`config.mk`:
```
export PLATFORM = sky130hd
export DESIGN_NAME = tftp_oack_option_checker_top_flat
export DESIGN_NICKNAME = d
export VERILOG_FILES = /design/src/hdl/toc_pkg.sv /design/src/hdl/toc_channels.sv /design/src/hdl/toc_front.sv /design/src/hdl/toc_queue.sv /design/src/hdl/toc_back.sv /design/src/hdl/tftp_oack_option_checker_top.sv /design/src/flat_wrapper.sv
export SDC_FILE = /design/constraint.sdc
export NUM_CORES = 1
export LEC_CHECK = 0
export ABC_CLOCK_PERIOD_IN_PS = 7700
export BUFFER_PORTS_ARGS = -buffer_cell sky130_fd_sc_hd__buf_2
export CAP_MARGIN = 20
export CORE_MARGIN = 4
export CORE_UTILIZATION = 28
export DETAILED_ROUTE_END_ITERATION = 7
export MAX_ROUTING_LAYER = met4
export SLEW_MARGIN = 20
export SYNTH_ARGS = -nofsm -noshare
export SYNTH_HDL_FRONTEND = slang
export SYNTH_SLANG_ARGS = --single-unit
```
`constraint.sdc`:
```
create_clock -name clk -period 7.7 [get_ports clk]
set_input_delay 0.385 -clock clk [delete_from_list [all_inputs] [get_ports clk]]
set_output_delay 0.385 -clock clk [all_outputs]
set_load 0.005 [all_outputs]
```
`src/hdl/toc_pkg.sv`:
```
// Shared types, constants and name table for the option acknowledgement checker.
`default_nettype none
package toc_pkg;

  // Option bit positions in option masks
  localparam int OPT_BLKSIZE = 0;
  localparam int OPT_WINDOW  = 1;
  localparam int OPT_TSIZE   = 2;
  localparam int OPT_COUNT   = 3;

  // Opcode bytes of an option acknowledgement
  localparam logic [7:0] HDR_BYTE0 = 8'h00;
  localparam logic [7:0] HDR_BYTE1 = 8'h06;

  // Option names (lower case) and their lengths
  localparam logic [8*7-1:0]  NAME_BLKSIZE = "blksize";
  localparam logic [8*10-1:0] NAME_WINDOW  = "windowsize";
  localparam logic [8*5-1:0]  NAME_TSIZE   = "tsize";
  localparam logic [3:0] LEN_BLKSIZE = 4'd7;
  localparam logic [3:0] LEN_WINDOW  = 4'd10;
  localparam logic [3:0] LEN_TSIZE   = 4'd5;
  localparam logic [3:0] NAME_POS_MAX = 4'd15;

  localparam logic [7:0] CHAR_ZERO = 8'h30;
  localparam logic [7:0] CHAR_NINE = 8'h39;
  localparam logic [7:0] CHAR_UP_A = 8'h41;
  localparam logic [7:0] CHAR_UP_Z = 8'h5a;
  localparam logic [7:0] CASE_GAP  = 8'h20;

  // Configuration register indexes
  localparam int CFG_IDX_W = 3;
  localparam int CFG_DATA_W = 16;
  typedef enum logic [CFG_IDX_W-1:0] {
    CFG_REQ_OPTIONS = 3'd0,
    CFG_REQ_BLKSIZE = 3'd1,
    CFG_REQ_WINDOW  = 3'd2,
    CFG_MIN_BLKSIZE = 3'd3,
    CFG_DEF_BLKSIZE = 3'd4
  } cfg_idx_t;

  // Classified byte passed from the front end to the parser
  typedef struct packed {
    logic [7:0] lower;     // byte with A-Z folded to lower case
    logic       is_nul;
    logic       is_digit;
    logic [3:0] digit;
    logic       is_last;
  } byte_tok_t;

  // Expected lower-case character of an option name; NUL past its end
  function automatic logic [7:0] opt_char(input logic [1:0] opt, input logic [3:0] pos);
    logic [7:0] c;
    c = 8'h00;
    case (opt)
      2'(OPT_BLKSIZE): if (pos < LEN_BLKSIZE) c = NAME_BLKSIZE[8*(LEN_BLKSIZE-4'd1-pos) +: 8];
      2'(OPT_WINDOW):  if (pos < LEN_WINDOW)  c = NAME_WINDOW[8*(LEN_WINDOW-4'd1-pos) +: 8];
      2'(OPT_TSIZE):   if (pos < LEN_TSIZE)   c = NAME_TSIZE[8*(LEN_TSIZE-4'd1-pos) +: 8];
      default: c = 8'h00;
    endcase
    return c;
  endfunction

endpackage
`default_nettype wire

```
`src/hdl/toc_channels.sv`:
```
// Handshake channel interfaces for packet bytes, verdicts and register writes.
`default_nettype none
interface toc_in_if;
  logic       valid;
  logic       ready;
  logic [7:0] packet_byte;
  logic       is_last;
  modport source (output valid, output packet_byte, output is_last, input ready);
  modport sink   (input valid, input packet_byte, input is_last, output ready);
endinterface

interface toc_out_if;
  logic        valid;
  logic        ready;
  logic        accepted;
  logic [2:0]  acked_options;
  logic [15:0] acked_blksize;
  logic [15:0] acked_window;
  logic [63:0] acked_tsize;
  modport source (output valid, output accepted, output acked_options, output acked_blksize,
                  output acked_window, output acked_tsize, input ready);
  modport sink   (input valid, input accepted, input acked_options, input acked_blksize,
                  input acked_window, input acked_tsize, output ready);
endinterface

interface toc_cfg_if;
  logic        valid;
  logic        ready;
  logic [2:0]  index;
  logic [15:0] data;
  modport source (output valid, output index, output data, input ready);
  modport sink   (input valid, input index, input data, output ready);
endinterface
`default_nettype wire

```
`src/hdl/toc_front.sv`:
```
// Front end: takes packet bytes and classifies them into parser tokens.
`default_nettype none
module toc_front (
  input  wire logic              in_valid,
  output logic                   in_ready,
  input  wire logic [7:0]        packet_byte,
  input  wire logic              is_last,
  input  wire logic              q_full,
  output logic                   push,
  output toc_pkg::byte_tok_t     push_tok
);

  logic is_upper;

  // Take a transfer whenever the queue has room
  assign in_ready = !q_full;
  assign push     = in_valid && !q_full;

  // Fold case, flag NUL and digits
  assign is_upper = (packet_byte >= toc_pkg::CHAR_UP_A) && (packet_byte <= toc_pkg::CHAR_UP_Z);

  always_comb begin
    push_tok.lower    = is_upper ? (packet_byte + toc_pkg::CASE_GAP) : packet_byte;
    push_tok.is_nul   = (packet_byte == 8'h00);
    push_tok.is_digit = (packet_byte >= toc_pkg::CHAR_ZERO) &&
                        (packet_byte <= toc_pkg::CHAR_NINE);
    push_tok.digit    = 4'(packet_byte - toc_pkg::CHAR_ZERO);
    push_tok.is_last  = is_last;
  end

endmodule
`default_nettype wire

```
`src/hdl/toc_queue.sv`:
```
// Short token queue between the front end and the parser.
`default_nettype none
module toc_queue #(
  parameter int DEPTH = 4
) (
  input  wire logic               clk,
  input  wire logic               rst_n,
  input  wire logic               push,
  input  wire toc_pkg::byte_tok_t push_tok,
  output logic                    full,
  input  wire logic               pop,
  output logic                    head_valid,
  output toc_pkg::byte_tok_t      head_tok
);

  localparam int PTR_W = (DEPTH > 1) ? $clog2(DEPTH) : 1;
  localparam int CNT_W = $clog2(DEPTH + 1);

  toc_pkg::byte_tok_t slot_r [DEPTH];
  logic [PTR_W-1:0] wr_ptr_r, rd_ptr_r;
  logic [CNT_W-1:0] count_r;

  assign full       = (count_r == CNT_W'(DEPTH));
  assign head_valid = (count_r != '0);
  assign head_tok   = slot_r[rd_ptr_r];

  // Token storage
  always_ff @(posedge clk) begin
    if (push) begin
      slot_r[wr_ptr_r] <= push_tok;
    end
  end

  // Pointers and fill count
  always_ff @(posedge clk) begin
    if (!rst_n) begin
      wr_ptr_r <= '0;
      rd_ptr_r <= '0;
      count_r  <= '0;
    end else begin
      if (push) begin
        wr_ptr_r <= (wr_ptr_r == PTR_W'(DEPTH-1)) ? '0 : wr_ptr_r + 1'b1;
      end
      if (pop) begin
        rd_ptr_r <= (rd_ptr_r == PTR_W'(DEPTH-1)) ? '0 : rd_ptr_r + 1'b1;
      end
      if (push && !pop) begin
        count_r <= count_r + 1'b1;
      end else if (pop && !push) begin
        count_r <= count_r - 1'b1;
      end
    end
  end

endmodule
`default_nettype wire

```
`src/hdl/toc_back.sv`:
```
// Parser: walks header, names and values, checks options, registers the verdict.
`default_nettype none
module toc_back #(
  parameter int VALUE_BITS = 64
) (
  input  wire logic               clk,
  input  wire logic               rst_n,
  // token queue head
  input  wire logic               tok_valid,
  input  wire toc_pkg::byte_tok_t tok,
  output logic                    pop,
  // register writes
  input  wire logic               cfg_valid,
  output logic                    cfg_ready,
  input  wire logic [2:0]         cfg_index,
  input  wire logic [15:0]        cfg_data,
  // verdict
  output logic                    out_valid,
  input  wire logic               out_ready,
  output logic                    accepted,
  output logic [2:0]              acked_options,
  output logic [15:0]             acked_blksize,
  output logic [15:0]             acked_window,
  output logic [63:0]             acked_tsize
);

  typedef enum logic [1:0] {PH_HEADER, PH_NAME, PH_VALUE} phase_t;

  // configuration
  logic [2:0]  req_opts_r;
  logic [15:0] req_blk_r, req_win_r, min_blk_r, def_blk_r;

  // packet state
  phase_t                phase_r, phase_nxt;
  logic [1:0]            hc_r, hc_nxt;
  logic [3:0]            pos_r, pos_nxt;
  logic [2:0]            flags_r, flags_nxt;
  logic [VALUE_BITS-1:0] acc_r, acc_nxt;
  logic                  nonempty_r, nonempty_nxt;
  logic                  failed_r, failed_nxt;
  logic [2:0]            seen_r, seen_nxt;
  logic [15:0]           held_blk_r, held_blk_nxt;
  logic [15:0]           held_win_r, held_win_nxt;
  logic [VALUE_BITS-1:0] held_tsize_r, held_tsize_nxt;

  // result register
  logic        out_valid_r, out_valid_nxt;
  logic        acc_ok_r, acc_ok_nxt;
  logic [2:0]  res_opts_r, res_opts_nxt;
  logic [15:0] res_blk_r, res_blk_nxt;
  logic [15:0] res_win_r, res_win_nxt;
  logic [63:0] res_tsize_r, res_tsize_nxt;

  // value datapath
  logic [VALUE_BITS+3:0] prod;
  logic                  overflow;
  logic [63:0]           acc64;
  logic                  hi_nz;
  logic                  blk_bad, win_bad;
  logic [2:0]            bad;
  logic                  fail, closed, ok;

  assign cfg_ready = 1'b1;

  // A last byte waits until the result register is free
  assign pop = tok_valid && (!tok.is_last || !out_valid_r || out_ready);

  // acc * 10 + digit, wide enough to see overflow
  assign prod = ({4'b0, acc_r} << 3) + ({4'b0, acc_r} << 1) + (VALUE_BITS+4)'(tok.digit);
  assign overflow = |prod[VALUE_BITS+3:VALUE_BITS];

  // Range checks of a finished value
  assign acc64   = 64'(acc_r);
  assign hi_nz   = |acc64[63:16];
  assign blk_bad = hi_nz || (acc64[15:0] < min_blk_r) || (acc64[15:0] > req_blk_r);
  assign win_bad = hi_nz || (acc64[15:0] == 16'd0) || (acc64[15:0] > req_win_r);
  assign bad     = seen_r | ~req_opts_r;

  // Parser next state
  always_comb begin
    phase_nxt      = phase_r;
    hc_nxt         = hc_r;
    pos_nxt        = pos_r;
    flags_nxt      = flags_r;
    acc_nxt        = acc_r;
    nonempty_nxt   = nonempty_r;
    failed_nxt     = failed_r;
    seen_nxt       = seen_r;
    held_blk_nxt   = held_blk_r;
    held_win_nxt   = held_win_r;
    held_tsize_nxt = held_tsize_r;
    out_valid_nxt  = out_valid_r && !out_ready;
    acc_ok_nxt     = acc_ok_r;
    res_opts_nxt   = res_opts_r;
    res_blk_nxt    = res_blk_r;
    res_win_nxt    = res_win_r;
    res_tsize_nxt  = res_tsize_r;
    fail           = 1'b0;
    closed         = 1'b0;
    ok             = 1'b0;

    if (pop && !failed_r) begin
      case (phase_r)
        PH_HEADER: begin
          if (tok.is_last ||
              tok.lower != ((hc_r == 2'd0) ? toc_pkg::HDR_BYTE0 : toc_pkg::HDR_BYTE1)) begin
            fail = 1'b1;
          end else begin
            hc_nxt = hc_r + 2'd1;
            if (hc_r == 2'd1) begin
              phase_nxt = PH_NAME;
              pos_nxt   = '0;
              flags_nxt = 3'b111;
            end
          end
        end
        PH_NAME: begin
          if (tok.is_nul) begin
            if (pos_r == 4'd0 || tok.is_last) begin
              fail = 1'b1;
            end else begin
              flags_nxt[toc_pkg::OPT_BLKSIZE] = flags_r[toc_pkg::OPT_BLKSIZE] &&
                                               (pos_r == toc_pkg::LEN_BLKSIZE);
              flags_nxt[toc_pkg::OPT_WINDOW]  = flags_r[toc_pkg::OPT_WINDOW] &&
                                               (pos_r == toc_pkg::LEN_WINDOW);
              flags_nxt[toc_pkg::OPT_TSIZE]   = flags_r[toc_pkg::OPT_TSIZE] &&
                                               (pos_r == toc_pkg::LEN_TSIZE);
              phase_nxt    = PH_VALUE;
              acc_nxt      = '0;
              nonempty_nxt = 1'b0;
            end
          end else begin
            for (int i = 0; i < toc_pkg::OPT_COUNT; i++) begin
              if (tok.lower != toc_pkg::opt_char(2'(i), pos_r)) begin
                flags_nxt[i] = 1'b0;
              end
            end
            if (pos_r != toc_pkg::NAME_POS_MAX) begin
              pos_nxt = pos_r + 4'd1;
            end
          end
        end
        PH_VALUE: begin
          if (tok.is_nul) begin
            if (!nonempty_r) begin
              fail = 1'b1;
            end else if (flags_r[toc_pkg::OPT_BLKSIZE]) begin
              if (bad[toc_pkg::OPT_BLKSIZE] || blk_bad) begin
                fail = 1'b1;
              end else begin
                held_blk_nxt = acc64[15:0];
                seen_nxt[toc_pkg::OPT_BLKSIZE] = 1'b1;
              end
            end else if (flags_r[toc_pkg::OPT_WINDOW]) begin
              if (bad[toc_pkg::OPT_WINDOW] || win_bad) begin
                fail = 1'b1;
              end else begin
                held_win_nxt = acc64[15:0];
                seen_nxt[toc_pkg::OPT_WINDOW] = 1'b1;
              end
            end else if (flags_r[toc_pkg::OPT_TSIZE]) begin
              if (bad[toc_pkg::OPT_TSIZE]) begin
                fail = 1'b1;
              end else begin
                held_tsize_nxt = acc_r;
                seen_nxt[toc_pkg::OPT_TSIZE] = 1'b1;
              end
            end else begin
              fail = 1'b1;
            end
            if (!fail) begin
              phase_nxt = PH_NAME;
              pos_nxt   = '0;
              flags_nxt = 3'b111;
              closed    = 1'b1;
            end
          end else if (!tok.is_digit || overflow) begin
            fail = 1'b1;
          end else begin
            acc_nxt      = prod[VALUE_BITS-1:0];
            nonempty_nxt = 1'b1;
          end
        end
        default: fail = 1'b1;
      endcase
      if (fail) begin
        failed_nxt = 1'b1;
      end
    end

    // Last byte: register the verdict and clear the packet state
    if (pop && tok.is_last) begin
      ok            = !failed_nxt && closed;
      out_valid_nxt = 1'b1;
      acc_ok_nxt    = ok;
      res_opts_nxt  = ok ? seen_nxt : 3'b000;
      res_blk_nxt   = (ok && seen_nxt[toc_pkg::OPT_BLKSIZE]) ? held_blk_nxt : def_blk_r;
      res_win_nxt   = (ok && seen_nxt[toc_pkg::OPT_WINDOW]) ? held_win_nxt : 16'd1;
      res_tsize_nxt = (ok && seen_nxt[toc_pkg::OPT_TSIZE]) ? 64'(held_tsize_nxt) : 64'd0;
      phase_nxt     = PH_HEADER;
      hc_nxt        = '0;
      pos_nxt       = '0;
      flags_nxt     = 3'b111;
      acc_nxt       = '0;
      nonempty_nxt  = 1'b0;
      failed_nxt    = 1'b0;
      seen_nxt      = '0;
    end
  end

  // State and result registers
  always_ff @(posedge clk) begin
    if (!rst_n) begin
      phase_r     <= PH_HEADER;
      hc_r        <= '0;
      pos_r       <= '0;
      flags_r     <= 3'b111;
      acc_r       <= '0;
      nonempty_r  <= 1'b0;
      failed_r    <= 1'b0;
      seen_r      <= '0;
      out_valid_r <= 1'b0;
    end else begin
      phase_r     <= phase_nxt;
      hc_r        <= hc_nxt;
      pos_r       <= pos_nxt;
      flags_r     <= flags_nxt;
      acc_r       <= acc_nxt;
      nonempty_r  <= nonempty_nxt;
      failed_r    <= failed_nxt;
      seen_r      <= seen_nxt;
      out_valid_r <= out_valid_nxt;
    end
    held_blk_r   <= held_blk_nxt;
    held_win_r   <= held_win_nxt;
    held_tsize_r <= held_tsize_nxt;
    acc_ok_r     <= acc_ok_nxt;
    res_opts_r   <= res_opts_nxt;
    res_blk_r    <= res_blk_nxt;
    res_win_r    <= res_win_nxt;
    res_tsize_r  <= res_tsize_nxt;
  end

  // Configuration registers
  always_ff @(posedge clk) begin
    if (!rst_n) begin
      req_opts_r <= 3'd0;
      req_blk_r  <= 16'd512;
      req_win_r  <= 16'd1;
      min_blk_r  <= 16'd8;
      def_blk_r  <= 16'd512;
    end else if (cfg_valid) begin
      case (cfg_index)
        toc_pkg::CFG_REQ_OPTIONS: req_opts_r <= cfg_data[2:0];
        toc_pkg::CFG_REQ_BLKSIZE: req_blk_r  <= cfg_data;
        toc_pkg::CFG_REQ_WINDOW:  req_win_r  <= cfg_data;
        toc_pkg::CFG_MIN_BLKSIZE: min_blk_r  <= cfg_data;
        toc_pkg::CFG_DEF_BLKSIZE: def_blk_r  <= cfg_data;
        default: ;
      endcase
    end
  end

  assign out_valid     = out_valid_r;
  assign accepted      = acc_ok_r;
  assign acked_options = res_opts_r;
  assign acked_blksize = res_blk_r;
  assign acked_window  = res_win_r;
  assign acked_tsize   = res_tsize_r;

`ifndef NO_ASSERTIONS
  // The opcode counter never passes the second byte while in the header
  a_hdr_count: assert property (@(posedge clk) disable iff (!rst_n)
    phase_r == PH_HEADER |-> hc_r < 2'd2)
    else $error("header count out of range");

  // After a name ends at most one option can still match
  a_one_match: assert property (@(posedge clk) disable iff (!rst_n)
    phase_r == PH_VALUE |-> $onehot0(flags_r))
    else $error("several option names matched");

  // Taking a last byte always yields a verdict next cycle
  a_verdict: assert property (@(posedge clk) disable iff (!rst_n)
    pop && tok.is_last |=> out_valid_r)
    else $error("last byte gave no verdict");

  // An accepted verdict never reports an option that was not requested
  a_req_only: assert property (@(posedge clk) disable iff (!rst_n)
    out_valid_r && acc_ok_r |-> (res_opts_r & ~req_opts_r) == 3'b000)
    else $error("unrequested option acknowledged");
`endif

endmodule
`default_nettype wire

```
`src/hdl/tftp_oack_option_checker_top.sv`:
```
// A last byte's token passes through the queue; its verdict is then held in the result register.
// Throughput: one packet byte per cycle while the queue has room; the parser takes one token a cycle.
// A last byte waits in the queue while the previous verdict is still untaken.
// Reset (rst_n low, synchronous): queue empty, parser in the opcode phase, config registers to defaults.
// Verdict: one result per packet, on its last byte; pass or fail plus acknowledged values.
`default_nettype none
module tftp_oack_option_checker_top #(
  parameter int VALUE_BITS  = 64,
  parameter int QUEUE_DEPTH = 4
) (
  input  wire logic clk,
  input  wire logic rst_n,
  toc_in_if.sink    in_bus,
  toc_out_if.source out_bus,
  toc_cfg_if.sink   cfg_bus
);

  toc_pkg::byte_tok_t push_tok, head_tok;
  logic push, q_full, pop, head_valid;

  // Byte classification
  toc_front u_front (
    .in_valid    (in_bus.valid),
    .in_ready    (in_bus.ready),
    .packet_byte (in_bus.packet_byte),
    .is_last     (in_bus.is_last),
    .q_full      (q_full),
    .push        (push),
    .push_tok    (push_tok)
  );

  // Decoupling queue
  toc_queue #(.DEPTH(QUEUE_DEPTH)) u_queue (
    .clk        (clk),
    .rst_n      (rst_n),
    .push       (push),
    .push_tok   (push_tok),
    .full       (q_full),
    .pop        (pop),
    .head_valid (head_valid),
    .head_tok   (head_tok)
  );

  // Option parser and verdict register
  toc_back #(.VALUE_BITS(VALUE_BITS)) u_back (
    .clk           (clk),
    .rst_n         (rst_n),
    .tok_valid     (head_valid),
    .tok           (head_tok),
    .pop           (pop),
    .cfg_valid     (cfg_bus.valid),
    .cfg_ready     (cfg_bus.ready),
    .cfg_index     (cfg_bus.index),
    .cfg_data      (cfg_bus.data),
    .out_valid     (out_bus.valid),
    .out_ready     (out_bus.ready),
    .accepted      (out_bus.accepted),
    .acked_options (out_bus.acked_options),
    .acked_blksize (out_bus.acked_blksize),
    .acked_window  (out_bus.acked_window),
    .acked_tsize   (out_bus.acked_tsize)
  );

endmodule
`default_nettype wire
```
`src/flat_wrapper.sv`:
```
// flat-port wrapper written by rule: the top's interface ports become plain ports
module tftp_oack_option_checker_top_flat 
#(
  parameter int VALUE_BITS  = 64,
  parameter int QUEUE_DEPTH = 4
)
  (clk, rst_n, in_bus_valid, in_bus_packet_byte, in_bus_is_last, in_bus_ready, out_bus_valid, out_bus_accepted, out_bus_acked_options, out_bus_acked_blksize, out_bus_acked_window, out_bus_acked_tsize, out_bus_ready, cfg_bus_valid, cfg_bus_index, cfg_bus_data, cfg_bus_ready);
  toc_in_if in_bus_i ();
  toc_out_if out_bus_i ();
  toc_cfg_if cfg_bus_i ();
  input  wire logic clk;
  input  wire logic rst_n;
  input wire logic [$bits(in_bus_i.valid)-1:0] in_bus_valid;
  input wire logic [$bits(in_bus_i.packet_byte)-1:0] in_bus_packet_byte;
  input wire logic [$bits(in_bus_i.is_last)-1:0] in_bus_is_last;
  output wire logic [$bits(in_bus_i.ready)-1:0] in_bus_ready;
  output wire logic [$bits(out_bus_i.valid)-1:0] out_bus_valid;
  output wire logic [$bits(out_bus_i.accepted)-1:0] out_bus_accepted;
  output wire logic [$bits(out_bus_i.acked_options)-1:0] out_bus_acked_options;
  output wire logic [$bits(out_bus_i.acked_blksize)-1:0] out_bus_acked_blksize;
  output wire logic [$bits(out_bus_i.acked_window)-1:0] out_bus_acked_window;
  output wire logic [$bits(out_bus_i.acked_tsize)-1:0] out_bus_acked_tsize;
  input wire logic [$bits(out_bus_i.ready)-1:0] out_bus_ready;
  input wire logic [$bits(cfg_bus_i.valid)-1:0] cfg_bus_valid;
  input wire logic [$bits(cfg_bus_i.index)-1:0] cfg_bus_index;
  input wire logic [$bits(cfg_bus_i.data)-1:0] cfg_bus_data;
  output wire logic [$bits(cfg_bus_i.ready)-1:0] cfg_bus_ready;
  assign in_bus_i.valid = in_bus_valid;
  assign in_bus_i.packet_byte = in_bus_packet_byte;
  assign in_bus_i.is_last = in_bus_is_last;
  assign in_bus_ready = in_bus_i.ready;
  assign out_bus_valid = out_bus_i.valid;
  assign out_bus_accepted = out_bus_i.accepted;
  assign out_bus_acked_options = out_bus_i.acked_options;
  assign out_bus_acked_blksize = out_bus_i.acked_blksize;
  assign out_bus_acked_window = out_bus_i.acked_window;
  assign out_bus_acked_tsize = out_bus_i.acked_tsize;
  assign out_bus_i.ready = out_bus_ready;
  assign cfg_bus_i.valid = cfg_bus_valid;
  assign cfg_bus_i.index = cfg_bus_index;
  assign cfg_bus_i.data = cfg_bus_data;
  assign cfg_bus_ready = cfg_bus_i.ready;
  tftp_oack_option_checker_top #(.VALUE_BITS(VALUE_BITS), .QUEUE_DEPTH(QUEUE_DEPTH)) u_core (.clk(clk), .rst_n(rst_n), .in_bus(in_bus_i), .out_bus(out_bus_i), .cfg_bus(cfg_bus_i));
endmodule
```
==> metrics.sh, run 1 <==
FLOORPLAN.CORE_AREA_UM2=74900
DR.PASS1.ITERS=5
HOLD_PATH.CLASS='input pin to register'
PERIOD_SHARE_PCT=78.7
TOTAL_CONGESTION_OVERFLOW=0
SYNTH_SEQ_AREA_SHARE_PCT=44.1
POST-DP-HPWL_UM=38400
ROUTE.VIAS.TOTAL=15501
TIMING.FMAX_MHz=165
CTSRESIZECOUNT=0
FINAL_NET_COUNT=2413
WORST_SKEW_NS=0.0291
CLOCK_INSERTION_DELAY_WORST_SKEW_NS=0.59
POSTLAYOUTCELLAREA_UM2=24400
GRT_MAX_DEGREE=77
MULTI_INPUT_AREA_UM2=11100
VIA_COUNT_OF_THE_FIRST_GLOBAL_ROUTING_PASS=15371
POSTROUTEWIRELENGTH_UM=54400
MAXSLEWHEADROOM_PCT=37.7
YS_FF_LATCH=397
POSTSYNTH.ASYNCRESETSHARE_PCT=0
FIN_CRIT_NS=6.06
TIMING.HOLD.WS_NS=0.0820
FINAL_LAYOUT_SIZE_SUFFIX_GT1_SHARE_PCT=16.4
CRITICAL_PATH.STARTPOINT_TYPE='register'
GRT_ANTENNA_BEFORE_REPAIR=4
SYN_AREA_CELL_UM2=10.2
MOST-COMMON-LAYOUT-CELLS='253 x sky130_fd_sc_hd__dfxtp_1, 233 x sky130_fd_sc_hd__nand2_1, 193 x sky130_fd_sc_hd__ha_1, 144 x sky130_fd_sc_hd__edfxtp_1, 134 x sky130_fd_sc_hd__buf_2'
REMAINING_DRC_ERRORS=0
WORST_EP_ARRIVAL_TIME_NS=6.52
CTS_SINK_COUNT=397
MAX_SLEW.WORST_PIN.SLEW_NS=0.934
ROUTED-WL-MET2_UM=25400
FINAL-HOLD-VIOLATION-COUNT=0
FLOORPLAN.INITIALDENSITY_PCT=28.4
CTS_MAX_PATH_BUFFERS=3
CRIT_TYPE='register to register'
HTREEDEPTH=2
DIE_Y_UM=284
DIEAREA_UM2=80600
TRACK_USAGE_PCT=13.5
SYNTH-EDFF-COUNT=144
SETUP_VIOL=0
SYN-INSTANCE-COUNT=2090
BUFFER_PORTS.INSERTED=134
SEQCELLAREA_UM2=9390
POWER_PER_CELL_AREA_nW_PER_UM2=230
GRT_SETUP_UNREPAIRED='no'
DETAILROUTE.WIRELENGTH.MET3_UM=2570
VDD_IR_DROP_MAX_V=0.000172
WIRE_LENGTH_OF_THE_FIRST_GLOBAL_ROUTING_PASS_UM=86300
TIMING.FINAL.MAX_SLEW_VIOLATIONS=0
WIRE_PER_INST_UM=17.0
PIN_COUNT=136
WORST_SETUP_PATH_END_KIND='register'
TRITONCTS='built'
SYNTH.NET_COUNT=2319
STANDARD_CELL_ROWS=100
SYN-CELL-AREA_UM2=21300
ANTENNA_VIOLATING_NETS_POST_ROUTE=0
PLACED_AREA_UM2=22900
MAXUSEDROUTINGLAYER='met4'
POWER.STATIC_LEAKAGE_nW=10.0
CLKTRANSATPATHREGS_NS=0.06
SYNTHFLOPTYPE='sky130_fd_sc_hd__dfxtp_1'
WL_MET1_UM=25500
MAX-CAP-VIOLATIONS=0
CRIT_PATH_MAX_FANOUT=36
RUN_STATUS='complete, no violations'
AREA_GROWTH_PCT=14.4
CTS_ROOT_BUF='sky130_fd_sc_hd__clkbuf_16'
POST_CTS_SETUP_BUFFERS=0
DRT-VIAS-PER-INSTANCE=4.85
FILLERS=7648
DRT-INITIAL-DRC-COUNT=913
CRITPATHREQUIREDTIME_NS=8.16
CTS-BUFFERS-INSERTED=46
COUNT_OF_SYNTHESIS_STAGE_WARNINGS_FROM_YOSYS=0
NETLIST_CELL_TYPES=82
GP_CONGESTION=0.897
DIE_WIDTH_UM=284
MOSTFREQUENTLAYOUTCELL='sky130_fd_sc_hd__dfxtp_1'
TIMING.SETUP.TNS_NS=0
## path summary, 6_finish.rpt
path                            cells past startpoint                           to  slack [ns]                         from
worst max register to register                     16      u_core.u_back.acc64[26]        1.64                     register
worst max-delay path                               16      u_core.u_back.acc64[26]        1.64                     register
worst min-delay path                                3   u_core.u_back.def_blk_r[9]        0.08              cfg_bus_data[9]
worst min register to register                      2  u_core.u_back.def_blk_r[13]        0.46  u_core.u_back.def_blk_r[13]
## cells in the mapped netlist, types with 8 or more instances
cell / count / area [um2]
sky130_fd_sc_hd__nand2b_1: 13 / 81.3
sky130_fd_sc_hd__clkbuf_1: 75 / 282
sky130_fd_sc_hd__dfxtp_1: 253 / 5060
sky130_fd_sc_hd__nor2b_1: 99 / 619
sky130_fd_sc_hd__inv_1: 92 / 345
sky130_fd_sc_hd__a31oi_1: 23 / 144
sky130_fd_sc_hd__a21oi_1: 103 / 515
sky130_fd_sc_hd__mux2i_1: 14 / 140
sky130_fd_sc_hd__xnor2_1: 49 / 429
sky130_fd_sc_hd__edfxtp_1: 144 / 4320
sky130_fd_sc_hd__ha_1: 193 / 2410
sky130_fd_sc_hd__a21o_1: 42 / 315
sky130_fd_sc_hd__and3_1: 15 / 93.8
sky130_fd_sc_hd__a21boi_0: 67 / 503
sky130_fd_sc_hd__o21ai_0: 72 / 360
sky130_fd_sc_hd__and2_1: 8 / 50.1
sky130_fd_sc_hd__buf_2: 13 / 65.1
sky130_fd_sc_hd__or2_2: 12 / 75.1
sky130_fd_sc_hd__xor2_1: 29 / 254
sky130_fd_sc_hd__buf_6: 8 / 90.1
sky130_fd_sc_hd__nand2_1: 234 / 878
sky130_fd_sc_hd__a22o_1: 65 / 569
sky130_fd_sc_hd__nand4_1: 40 / 250
sky130_fd_sc_hd__mux2_2: 108 / 1220
sky130_fd_sc_hd__a211oi_1: 9 / 67.6
sky130_fd_sc_hd__nand3_1: 31 / 155
sky130_fd_sc_hd__o211ai_1: 13 / 97.6
sky130_fd_sc_hd__nor3_1: 23 / 115
sky130_fd_sc_hd__o21a_1: 12 / 90.1
sky130_fd_sc_hd__nor4_1: 26 / 163
sky130_fd_sc_hd__nor2_1: 92 / 345
## routing by layer
layer / vias to the layer above / global-route usage (%)
met2: 319 / 22.0
met1: 7326 / 17.6
met5: - / -
met3: 78 / 2.27
li1: 7778 / -
met4: 0 / 3.50
## metrics by stage
| stage | cells | util [%] | power, mW | setup WS (ns) |
|---|---|---|---|---|
| global placement | 3103 | 30.5 | 3.51 | 1.83 |
| finish | 3194 | 32.5 | 5.61 | 1.64 |
| floorplan | 2090 | - | 3.12 | 3.17 |
| global route | 3194 | 32.5 | 5.89 | 1.26 |
| CTS | 3191 | 32.5 | 5.72 | 1.66 |
| detailed placement | 3104 | 30.5 | 3.51 | 1.69 |
## state kept, by name, summed over array words and instances (netlist names), 44 cells and up, named ones only
signal	count
u_core.u_back.acc64	64
u_core.u_queue.slot_r	44
u_core.u_back.acked_tsize	64
u_core.u_back.held_tsize_r	64
## final cells by class
type | count | share of cell area (%)
Antenna cell | 3 | 0.0308
Clock buffer | 65 | 5.23
Clock inverter | 21 | 0.950
Inverter | 93 | 1.44
Multi-Input combinational cell | 1499 | 45.7
Sequential cell | 397 | 38.5
Tap cell | 969 | 4.97
Timing Repair Buffer | 147 | 3.19
## where the power goes
part           switching [mW]  internal, mW  leakage, nW  total [mW]
registers              0.0932          2.47         3.43        2.56
logic                   0.559         0.309         5.89       0.868
clock network           0.913          1.27        0.718        2.18
## logic make-up after synthesis
| group | after synthesis | synth area share [%] |
|---|---|---|
| simple gates | 614 | 14.1 |
| compound gates | 477 | 15.6 |
| flops | 397 | 44.1 |
| fa+ha+maj | 196 | 11.6 |
| buf+inv | 194 | 3.83 |
| mux | 133 | 7.63 |
| xor+xnor | 78 | 3.21 |
| other cells | 1 | 0.0176 |
## worst max-delay path, cell delays in order, from the launching register on
cell and delay, ns:
sky130_fd_sc_hd__dfxtp_1 0.74, sky130_fd_sc_hd__mux4_2 0.67, sky130_fd_sc_hd__inv_1 0.19, sky130_fd_sc_hd__fa_1 0.48, sky130_fd_sc_hd__inv_1 0.08, sky130_fd_sc_hd__ha_1 0.24
sky130_fd_sc_hd__a211oi_1 0.30, sky130_fd_sc_hd__o211ai_1 0.12, sky130_fd_sc_hd__a22oi_1 0.42, sky130_fd_sc_hd__o22ai_1 0.23, sky130_fd_sc_hd__a211oi_2 0.44, sky130_fd_sc_hd__o22ai_1 0.15
sky130_fd_sc_hd__mux2i_1 0.15, sky130_fd_sc_hd__nor4_1 0.56, sky130_fd_sc_hd__a31oi_4 0.43, sky130_fd_sc_hd__buf_4 0.41, sky130_fd_sc_hd__a22o_1 0.28
## repair_timing
action,4_1_cts,5_1_grt
hold buffers,1,0
endpoints found under the setup margin,0,0
endpoints found under the hold margin,4,0
Note: power is estimated with default switching activity, not from simulation.
==> inputs of run 2 (changes only) <==
--- a/config.mk
+++ b/config.mk
@@ -5,7 +5,7 @@
 export SDC_FILE = /design/constraint.sdc
 export NUM_CORES = 1
 export LEC_CHECK = 0
-export ABC_CLOCK_PERIOD_IN_PS = 7700
+export ABC_CLOCK_PERIOD_IN_PS = 6050
 export BUFFER_PORTS_ARGS = -buffer_cell sky130_fd_sc_hd__buf_2
 export CAP_MARGIN = 20
 export CORE_MARGIN = 4
==> constraint.sdc (replaced) <==
create_clock -name clk -period 6.05 [get_ports clk]
set_input_delay 0.3025 -clock clk [delete_from_list [all_inputs] [get_ports clk]]
set_output_delay 0.3025 -clock clk [all_outputs]
set_load 0.005 [all_outputs]
==> run 2 against run 1 <==
Net effect:
- worst hold slack worse by 0.051 ns
- combinational power is 31% higher
- cell count is 0.56% higher
- register-to-register slack worse by 1.1 ns
- non-clock buffer count is 23 higher
- utilization is 0.23 points higher
- setup slack worse by 1.1 ns
- die area stayed put
- sequential power is 27% higher
- fmax is 10% higher
- critical path type unchanged
- largest cell class unchanged
==> metrics.sh, run 2 (same netlist as run 1, synthesis figures left out) <==
GP_CONGESTION=0.899  # was 0.897
CRIT_TYPE='register to register'  # unchanged
SEQCELLAREA_UM2=9390  # unchanged
WORST_SETUP_PATH_END_KIND='register'  # unchanged
HOLD_PATH.CLASS='input pin to register'  # unchanged
FIN_CRIT_NS=5.50  # was 6.06 ns
MAXSLEWHEADROOM_PCT=33.9  # was 37.7%
MOSTFREQUENTLAYOUTCELL='sky130_fd_sc_hd__dfxtp_1'  # unchanged
REMAINING_DRC_ERRORS=0  # unchanged
MIN_PATH_CELLS=1  # was 3
WORST_SKEW_NS=0.0202  # was 0.0291 ns
PIN_COUNT=136  # unchanged
CTS_MAX_PATH_BUFFERS=3  # unchanged
TIMING.REG2REG.WORST_PATH_DEPTH=16  # unchanged
HTREEDEPTH=2  # unchanged
POWER.STATIC_LEAKAGE_nW=10.1  # was 10.0 nW
MULTI_INPUT_AREA_UM2=11100  # unchanged
TIMING.SETUP.TNS_NS=0  # unchanged
CRIT_PATH_MAX_INCR_DELAY_NS=0.70  # was 0.74 ns
TOTAL_POWER_mW=7.09  # was 5.61 mW
VIA_COUNT_OF_THE_FIRST_GLOBAL_ROUTING_PASS=15369  # was 15371
WORST_EP_ARRIVAL_TIME_NS=6.02  # was 6.52 ns
CTS_ROOT_BUF='sky130_fd_sc_hd__clkbuf_16'  # unchanged
CTS_SINK_COUNT=397  # unchanged
TIMING.FMAX_MHz=182  # was 165 MHz
WIRE_PER_INST_UM=17.0  # about the same
DRT-INITIAL-DRC-COUNT=871  # was 913
CRIT_PATH_FREQUENT_CELL='sky130_fd_sc_hd__fa_1'
FINAL-HOLD-VIOLATION-COUNT=0  # unchanged
ANTENNA_VIOLATING_NETS_POST_ROUTE=0  # unchanged
FINAL_NET_COUNT=2434  # was 2413
DP_CELLS=3113  # was 3104
GRT_SETUP_UNREPAIRED='no'  # unchanged
DR.PASS1.ITERS=5  # unchanged
DIE_Y_UM=284  # unchanged
POST-DP-HPWL_UM=39100  # was 38400 um
AREA_GROWTH_PCT=15.2  # was 14.4%
PLACED_AREA_UM2=23000  # was 22900 um2
CRIT_PATH_MAX_FANOUT=40  # was 36
MAX_SLEW.WORST_PIN.SLEW_NS=0.989  # was 0.934 ns
CTS.HOLD.BUFFERS_ADDED=15  # was 1
CRITPATHREQUIREDTIME_NS=6.57  # was 8.16 ns
POSTROUTEWIRELENGTH_UM=54700  # was 54400 um
STANDARD_CELL_ROWS=100  # unchanged
SETUP_VIOL=0  # unchanged
DIEAREA_UM2=80600  # unchanged
FINALNONFILLERCELLS=3212  # was 3194
MAX-CAP-VIOLATIONS=0  # unchanged
DRT-VIAS-PER-INSTANCE=4.90  # was 4.85
DIE_WIDTH_UM=284  # unchanged
VDD_IR_DROP_MAX_V=0.000322  # was 0.000172 V
FLOORPLAN.INITIALDENSITY_PCT=28.4  # unchanged
TIMING.HOLD.WS_NS=0.0314  # was 0.0820 ns
CELL_BREAKDOWN_OF_THE_CRITICAL_PATH='mux4_2 > inv_1 > fa_1 > fa_1 > nand2b_1 > a21oi_1 > o21a_1 > o21ai_1 > o41a_1 > o21ai_0 > xor2_1 > nor4_1 > buf_4 > a31oi_4 > buf_12 > a22o_1'  # was mux4_2 > inv_1 > fa_1 > inv_1 > ha_1 > a211oi_1 > o211ai_1 > a22oi_1 > o22ai_1 > a211oi_2 > o22ai_1 > mux2i_1 > nor4_1 > a31oi_4 > buf_4 > a22o_1
CP.DEPTH=16  # unchanged
TRACK_USAGE_PCT=13.6  # was 13.5%
CPMAXSTAGEDELAYCELL='sky130_fd_sc_hd__a31oi_4'  # was sky130_fd_sc_hd__dfxtp_1
TOTAL_CONGESTION_OVERFLOW=0  # unchanged
POST_CTS_SETUP_BUFFERS=0  # unchanged
POWER_PER_CELL_AREA_nW_PER_UM2=289  # was 230 nW/um2
CRITICAL_PATH.STARTPOINT_TYPE='register'  # unchanged
CPLARGESTDELAYFAMILY='compound AO/OA/AOI/OAI gates'  # unchanged
GRT_MAX_DEGREE=77  # unchanged
GRT_ANTENNA_BEFORE_REPAIR=4  # unchanged
POSTLAYOUTCELLAREA_UM2=24500  # was 24400 um2
MOST-COMMON-LAYOUT-CELLS='253 x sky130_fd_sc_hd__dfxtp_1, 233 x sky130_fd_sc_hd__nand2_1, 193 x sky130_fd_sc_hd__ha_1, 144 x sky130_fd_sc_hd__edfxtp_1, 134 x sky130_fd_sc_hd__buf_2'  # unchanged
CTSRESIZECOUNT=0  # unchanged
WIRE_LENGTH_OF_THE_FIRST_GLOBAL_ROUTING_PASS_UM=86500  # was 86300 um
CLKTRANSATPATHREGS_NS=0.06  # about the same
TRITONCTS='built'  # unchanged
ROUTE.VIAS.TOTAL=15742  # was 15501
FILLERS=7718  # was 7648
FINAL_LAYOUT_SIZE_SUFFIX_GT1_SHARE_PCT=16.7  # was 16.4%
TIMING.FINAL.MAX_SLEW_VIOLATIONS=0  # unchanged
RUN_STATUS='complete, no violations'  # unchanged
FLOORPLAN.CORE_AREA_UM2=74900  # unchanged
CTS-BUFFERS-INSERTED=44  # was 46
CRITPATHBUFINV=3  # unchanged
BUFFER_PORTS.INSERTED=134  # unchanged
PERIOD_SHARE_PCT=90.9  # was 78.7%
CLOCK_INSERTION_DELAY_WORST_SKEW_NS=0.58  # was 0.59 ns
-- run 2: cell count changes in the layout (fill, tap and decap cells not counted), sizes merged --
cell         before  now
buf             146  155
bufinv            3    4
clkbuf           65   57
clkinvlp          4    5
dlygate4sd3       1   15
inv              97   98
-- run 2: layer usage --
layer | share of wire, % | GRT usage [%]
met5 | 0 | -
met4 | 2.8 | 4.26
met3 | 4.3 | 2.28
met2 | 47 | 22.1
met1 | 46 | 17.4
-- run 2: stage by stage --
step,setup WS [ns],util (%)
finish,0.548,32.8
CTS,0.512,32.7
floorplan,1.52,-
detailed placement,0.567,30.6
global route,0.226,32.8
global placement,0.683,30.6
-- run 2: layout make-up --
cell class / count / area share [%]
Multi-Input combinational cell: 1499 / 45.3
Sequential cell: 397 / 38.2
Tap cell: 969 / 4.94
Clock buffer: 57 / 4.81
Timing Repair Buffer: 170 / 4.14
Inverter: 93 / 1.43
Clock inverter: 24 / 1.06
Antenna cell: 3 / 0.0306
-- run 2: final timing paths --
check | startpoint | end | slack [ns]
setup / recovery | register | u_core.u_back.acc64[28] | 0.55
hold / removal | in_bus_packet_byte[1] | u_core.u_queue.slot_r[3][8] | 0.03
setup reg to reg | register | u_core.u_back.acc64[28] | 0.55
hold reg to reg | u_core.u_back.def_blk_r[1] | u_core.u_back.def_blk_r[1] | 0.46
-- run 2: worst reg2reg max path: stages (launching register included) --
cell,delay (ns)
sky130_fd_sc_hd__dfxtp_1,0.51
sky130_fd_sc_hd__mux4_2,0.63
sky130_fd_sc_hd__inv_1,0.18
sky130_fd_sc_hd__fa_1,0.48
sky130_fd_sc_hd__fa_1,0.48
sky130_fd_sc_hd__nand2b_1,0.18
sky130_fd_sc_hd__a21oi_1,0.27
sky130_fd_sc_hd__o21a_1,0.20
sky130_fd_sc_hd__o21ai_1,0.18
sky130_fd_sc_hd__o41a_1,0.48
sky130_fd_sc_hd__o21ai_0,0.22
sky130_fd_sc_hd__xor2_1,0.19
sky130_fd_sc_hd__nor4_1,0.07
sky130_fd_sc_hd__buf_4,0.15
sky130_fd_sc_hd__a31oi_4,0.70
sky130_fd_sc_hd__buf_12,0.30
sky130_fd_sc_hd__a22o_1,0.21
-- run 2: report_power, final --
part	switching, mW	total [mW]	internal (mW)	leakage [nW]
combinational	0.720	1.14	0.423	6.00
sequential	0.104	3.25	3.14	3.43
clock	1.14	2.70	1.56	0.689
==> inputs of run 3 (changes only) <==
--- a/config.mk
+++ b/config.mk
@@ -12,6 +12,7 @@
 export CORE_UTILIZATION = 28
 export DETAILED_ROUTE_END_ITERATION = 7
 export MAX_ROUTING_LAYER = met4
+export REMOVE_ABC_BUFFERS = 1
 export SLEW_MARGIN = 20
 export SYNTH_ARGS = -nofsm -noshare
 export SYNTH_HDL_FRONTEND = slang
==> run 3 against run 2 <==
Net effect:
- non-clock buffer count shrank 2
- utilization grew 0.073 points
- power grew 1.5%
- routed wire length grew 0.12%
- combinational power shrank 4%
- fmax grew 1.3%
- setup slack gained 0.072 ns
- via count is essentially flat
- worst hold slack lost 0.0048 ns
- critical path type unchanged
- largest power group unchanged
==> metrics.sh, run 3 (same netlist as run 1, synthesis figures left out) <==
CTS_ROOT_BUF='sky130_fd_sc_hd__clkbuf_16'  # unchanged
MAXSLEWHEADROOM_PCT=38.3  # was 33.9%
TOTAL_CONGESTION_OVERFLOW=0  # unchanged
STANDARD_CELL_ROWS=100  # unchanged
FLOORPLAN.CORE_AREA_UM2=74900  # unchanged
RUN_STATUS='complete, no violations'  # unchanged
INTERNAL-POWER_mW=5.19  # was 5.13 mW
GRT_MAX_DEGREE=77  # unchanged
SETUP_SLACK_NS=0.620  # was 0.548 ns
CRITPATHREQUIREDTIME_NS=6.57  # about the same
FINAL_NET_COUNT=2433  # was 2434
GP_CONGESTION=0.871  # was 0.899
CPMAXSTAGEDELAYCELL='sky130_fd_sc_hd__mux4_2'  # was sky130_fd_sc_hd__a31oi_4
DP_CELLS=3108  # was 3113
POST-DP-HPWL_UM=38300  # was 39100 um
DRT-VIAS-PER-INSTANCE=4.91  # was 4.90
GRT_ANTENNA_BEFORE_REPAIR=1  # was 4
TIMING.FINAL.MAX_SLEW_VIOLATIONS=0  # unchanged
PIN_COUNT=136  # unchanged
FINAL-HOLD-VIOLATION-COUNT=0  # unchanged
CRITICAL_PATH.STARTPOINT_TYPE='register'  # unchanged
MAX-CAP-VIOLATIONS=0  # unchanged
WORST_SKEW_NS=0.0227  # was 0.0202 ns
FINAL_CORE_UTIL_PCT=32.8  # about the same
CRIT_TYPE='register to register'  # unchanged
CTS.HOLD.BUFFERS_ADDED=18  # was 15
DIEAREA_UM2=80600  # unchanged
ROUTE.VIAS.TOTAL=15751  # was 15742
MAXUSEDROUTINGLAYER='met4'  # unchanged
TIMING.HOLD.WS_NS=0.0266  # was 0.0314 ns
WORST_EP_ARRIVAL_TIME_NS=5.95  # was 6.02 ns
WIRE_PER_INST_UM=17.1  # was 17.0 um
POSTROUTEWIRELENGTH_UM=54800  # was 54700 um
AREA_GROWTH_PCT=15.5  # was 15.2%
FINAL_LAYOUT_SIZE_SUFFIX_GT1_SHARE_PCT=16.5  # was 16.7%
SW_FRAC_OF_TOTAL_PCT=27.9  # was 27.7%
ROUTED-WL-MET2_UM=25500  # about the same
CPLARGESTDELAYFAMILY='compound AO/OA/AOI/OAI gates'  # unchanged
CRIT_PATH_MAX_FANOUT=65  # was 40
PERIOD_SHARE_PCT=89.7  # was 90.9%
TIMING.FMAX_MHz=184  # was 182 MHz
MOSTFREQUENTLAYOUTCELL='sky130_fd_sc_hd__dfxtp_1'  # unchanged
HOLD-PATH-ENDPOINT='u_core.u_queue.slot_r[3][10]'  # was u_core.u_queue.slot_r[3][8]
POST_CTS_SETUP_BUFFERS=0  # unchanged
POSTLAYOUTCELLAREA_UM2=24600  # was 24500 um2
DIE_WIDTH_UM=284  # unchanged
TRACK_USAGE_PCT=13.8  # was 13.6%
ANTENNA_VIOLATING_NETS_POST_ROUTE=0  # unchanged
SETUP.REG_TO_REG.WORST_SLACK_NS=0.62  # was 0.55 ns
DR.PASS1.ITERS=7  # was 5
DETAILROUTE.WIRELENGTH.MET3_UM=2490  # was 2340 um
HTREEDEPTH=2  # unchanged
VIA_COUNT_OF_THE_FIRST_GLOBAL_ROUTING_PASS=15445  # was 15369
CTS_MAX_PATH_BUFFERS=3  # unchanged
POWER.SHARE.SEQUENTIAL_PCT=45.7  # was 45.8%
CRIT_PATH_MAX_INCR_DELAY_NS=0.64  # was 0.70 ns
CTSRESIZECOUNT=0  # unchanged
SHARE_CLK_OF_TOTAL_POWER_PCT=39.0  # was 38.1%
SETUP_VIOL=0  # unchanged
TIMING.REG2REG.WORST_PATH_DEPTH=16  # unchanged
HOLD_PATH_STARTPOINT='in_bus_packet_byte[3]'  # was in_bus_packet_byte[1]
FLOORPLAN.INITIALDENSITY_PCT=28.4  # unchanged
HOLD_PATH.CLASS='input pin to register'  # unchanged
CELL_BREAKDOWN_OF_THE_CRITICAL_PATH='mux4_2 > inv_1 > fa_1 > fa_1 > nand2b_1 > a21oi_1 > o21a_1 > o21ai_1 > o41a_1 > o21ai_0 > xor2_1 > nor4_1 > buf_4 > a31oi_4 > buf_4 > a22o_1'  # was mux4_2 > inv_1 > fa_1 > fa_1 > nand2b_1 > a21oi_1 > o21a_1 > o21ai_1 > o41a_1 > o21ai_0 > xor2_1 > nor4_1 > buf_4 > a31oi_4 > buf_12 > a22o_1
CTS-BUFFERS-INSERTED=45  # was 44
PLACED_AREA_UM2=22900  # was 23000 um2
FINALNONFILLERCELLS=3210  # was 3212
CLKTRANSATPATHREGS_NS=0.06  # about the same
TOTAL_POWER_mW=7.19  # was 7.09 mW
CLOCK_INSERTION_DELAY_WORST_SKEW_NS=0.59  # was 0.58 ns
DRT-INITIAL-DRC-COUNT=964  # was 871
TRITONCTS='built'  # unchanged
POWER_FRAC_COMB_PCT=15.3  # was 16.1%
GRT_SETUP_UNREPAIRED='no'  # unchanged
POWER_PER_CELL_AREA_nW_PER_UM2=292  # was 289 nW/um2
CTS_SINK_COUNT=397  # unchanged
REMAINING_DRC_ERRORS=0  # unchanged
FF_TO_FF_END='u_core.u_back.acc64[37]'  # was u_core.u_back.acc64[28]
BUFFER_PORTS.INSERTED=134  # unchanged
CRITPATHBUFINV=3  # unchanged
TIMING.SETUP.TNS_NS=0  # unchanged
TOTAL_SWITCHING_POWER_mW=2.00  # was 1.96 mW
POWER.STATIC_LEAKAGE_nW=10.2  # was 10.1 nW
MAX_SLEW.WORST_PIN.SLEW_NS=0.924  # was 0.989 ns
WORST_SETUP_PATH_END_KIND='register'  # unchanged
MOST-COMMON-LAYOUT-CELLS='253 x sky130_fd_sc_hd__dfxtp_1, 233 x sky130_fd_sc_hd__nand2_1, 193 x sky130_fd_sc_hd__ha_1, 144 x sky130_fd_sc_hd__edfxtp_1, 134 x sky130_fd_sc_hd__buf_2'  # unchanged
WL_MET1_UM=25600  # was 25400 um
VDD_IR_DROP_MAX_V=0.000165  # was 0.000322 V
MIN_PATH_CELLS=1  # unchanged
DIE_Y_UM=284  # unchanged
DETAILEDPLACE.WORSTSLACK_NS=0.712  # was 0.567 ns
FIN_CRIT_NS=5.43  # was 5.50 ns
WIRE_LENGTH_OF_THE_FIRST_GLOBAL_ROUTING_PASS_UM=87600  # was 86500 um
run 3: metal layers:
layer / up-vias / global-route usage (%)
li1: 7830 / -
met1: 7513 / 18.3
met2: 330 / 22.2
met3: 78 / 1.91
met4: 0 / 3.48
met5: - / -
run 3: layout make-up:
class                           count  area, um2
Clock inverter                     27        310
Timing Repair Buffer              168       1010
Clock buffer                       56       1200
Antenna cell                        1       2.50
Fill cell                        7604      50300
Tap cell                          969       1210
Multi-Input combinational cell   1499      11100
Sequential cell                   397       9390
Inverter                           93        352
run 3: worst reg2reg max path, delay by kind of cell (launching register included):
| family | cells | cell delay (ns) |
|---|---|---|
| compound gates | 7 | 1.82 |
| xor+xnor | 1 | 0.18 |
| fa+ha+maj | 2 | 0.94 |
| buf+inv | 3 | 0.98 |
| flops | 1 | 0.56 |
| mux | 1 | 0.64 |
| simple gates | 2 | 0.25 |
run 3: worst max path at each step:
stage,startpoint,endpoint,cells after the start
finish,register,u_core.u_back.acc64[37],16
global route,register,u_core.u_back.acc64[53],16
CTS,register,u_core.u_back.acc64[26],16
detailed placement,register,u_core.u_back.acc64[50],16
global placement,register,u_core.u_back.acc64[62],16
floorplan,register,u_core.u_back.acc64[61],15
run 3: power by group through the flow:
stage	sequential, mW	combinational [mW]	clock, mW
global route	3.32	1.23	3.00
detailed placement	3.35	1.12	0
CTS	3.30	1.14	2.90
global placement	3.36	1.12	0
finish	3.28	1.10	2.80
floorplan	3.36	0.574	0
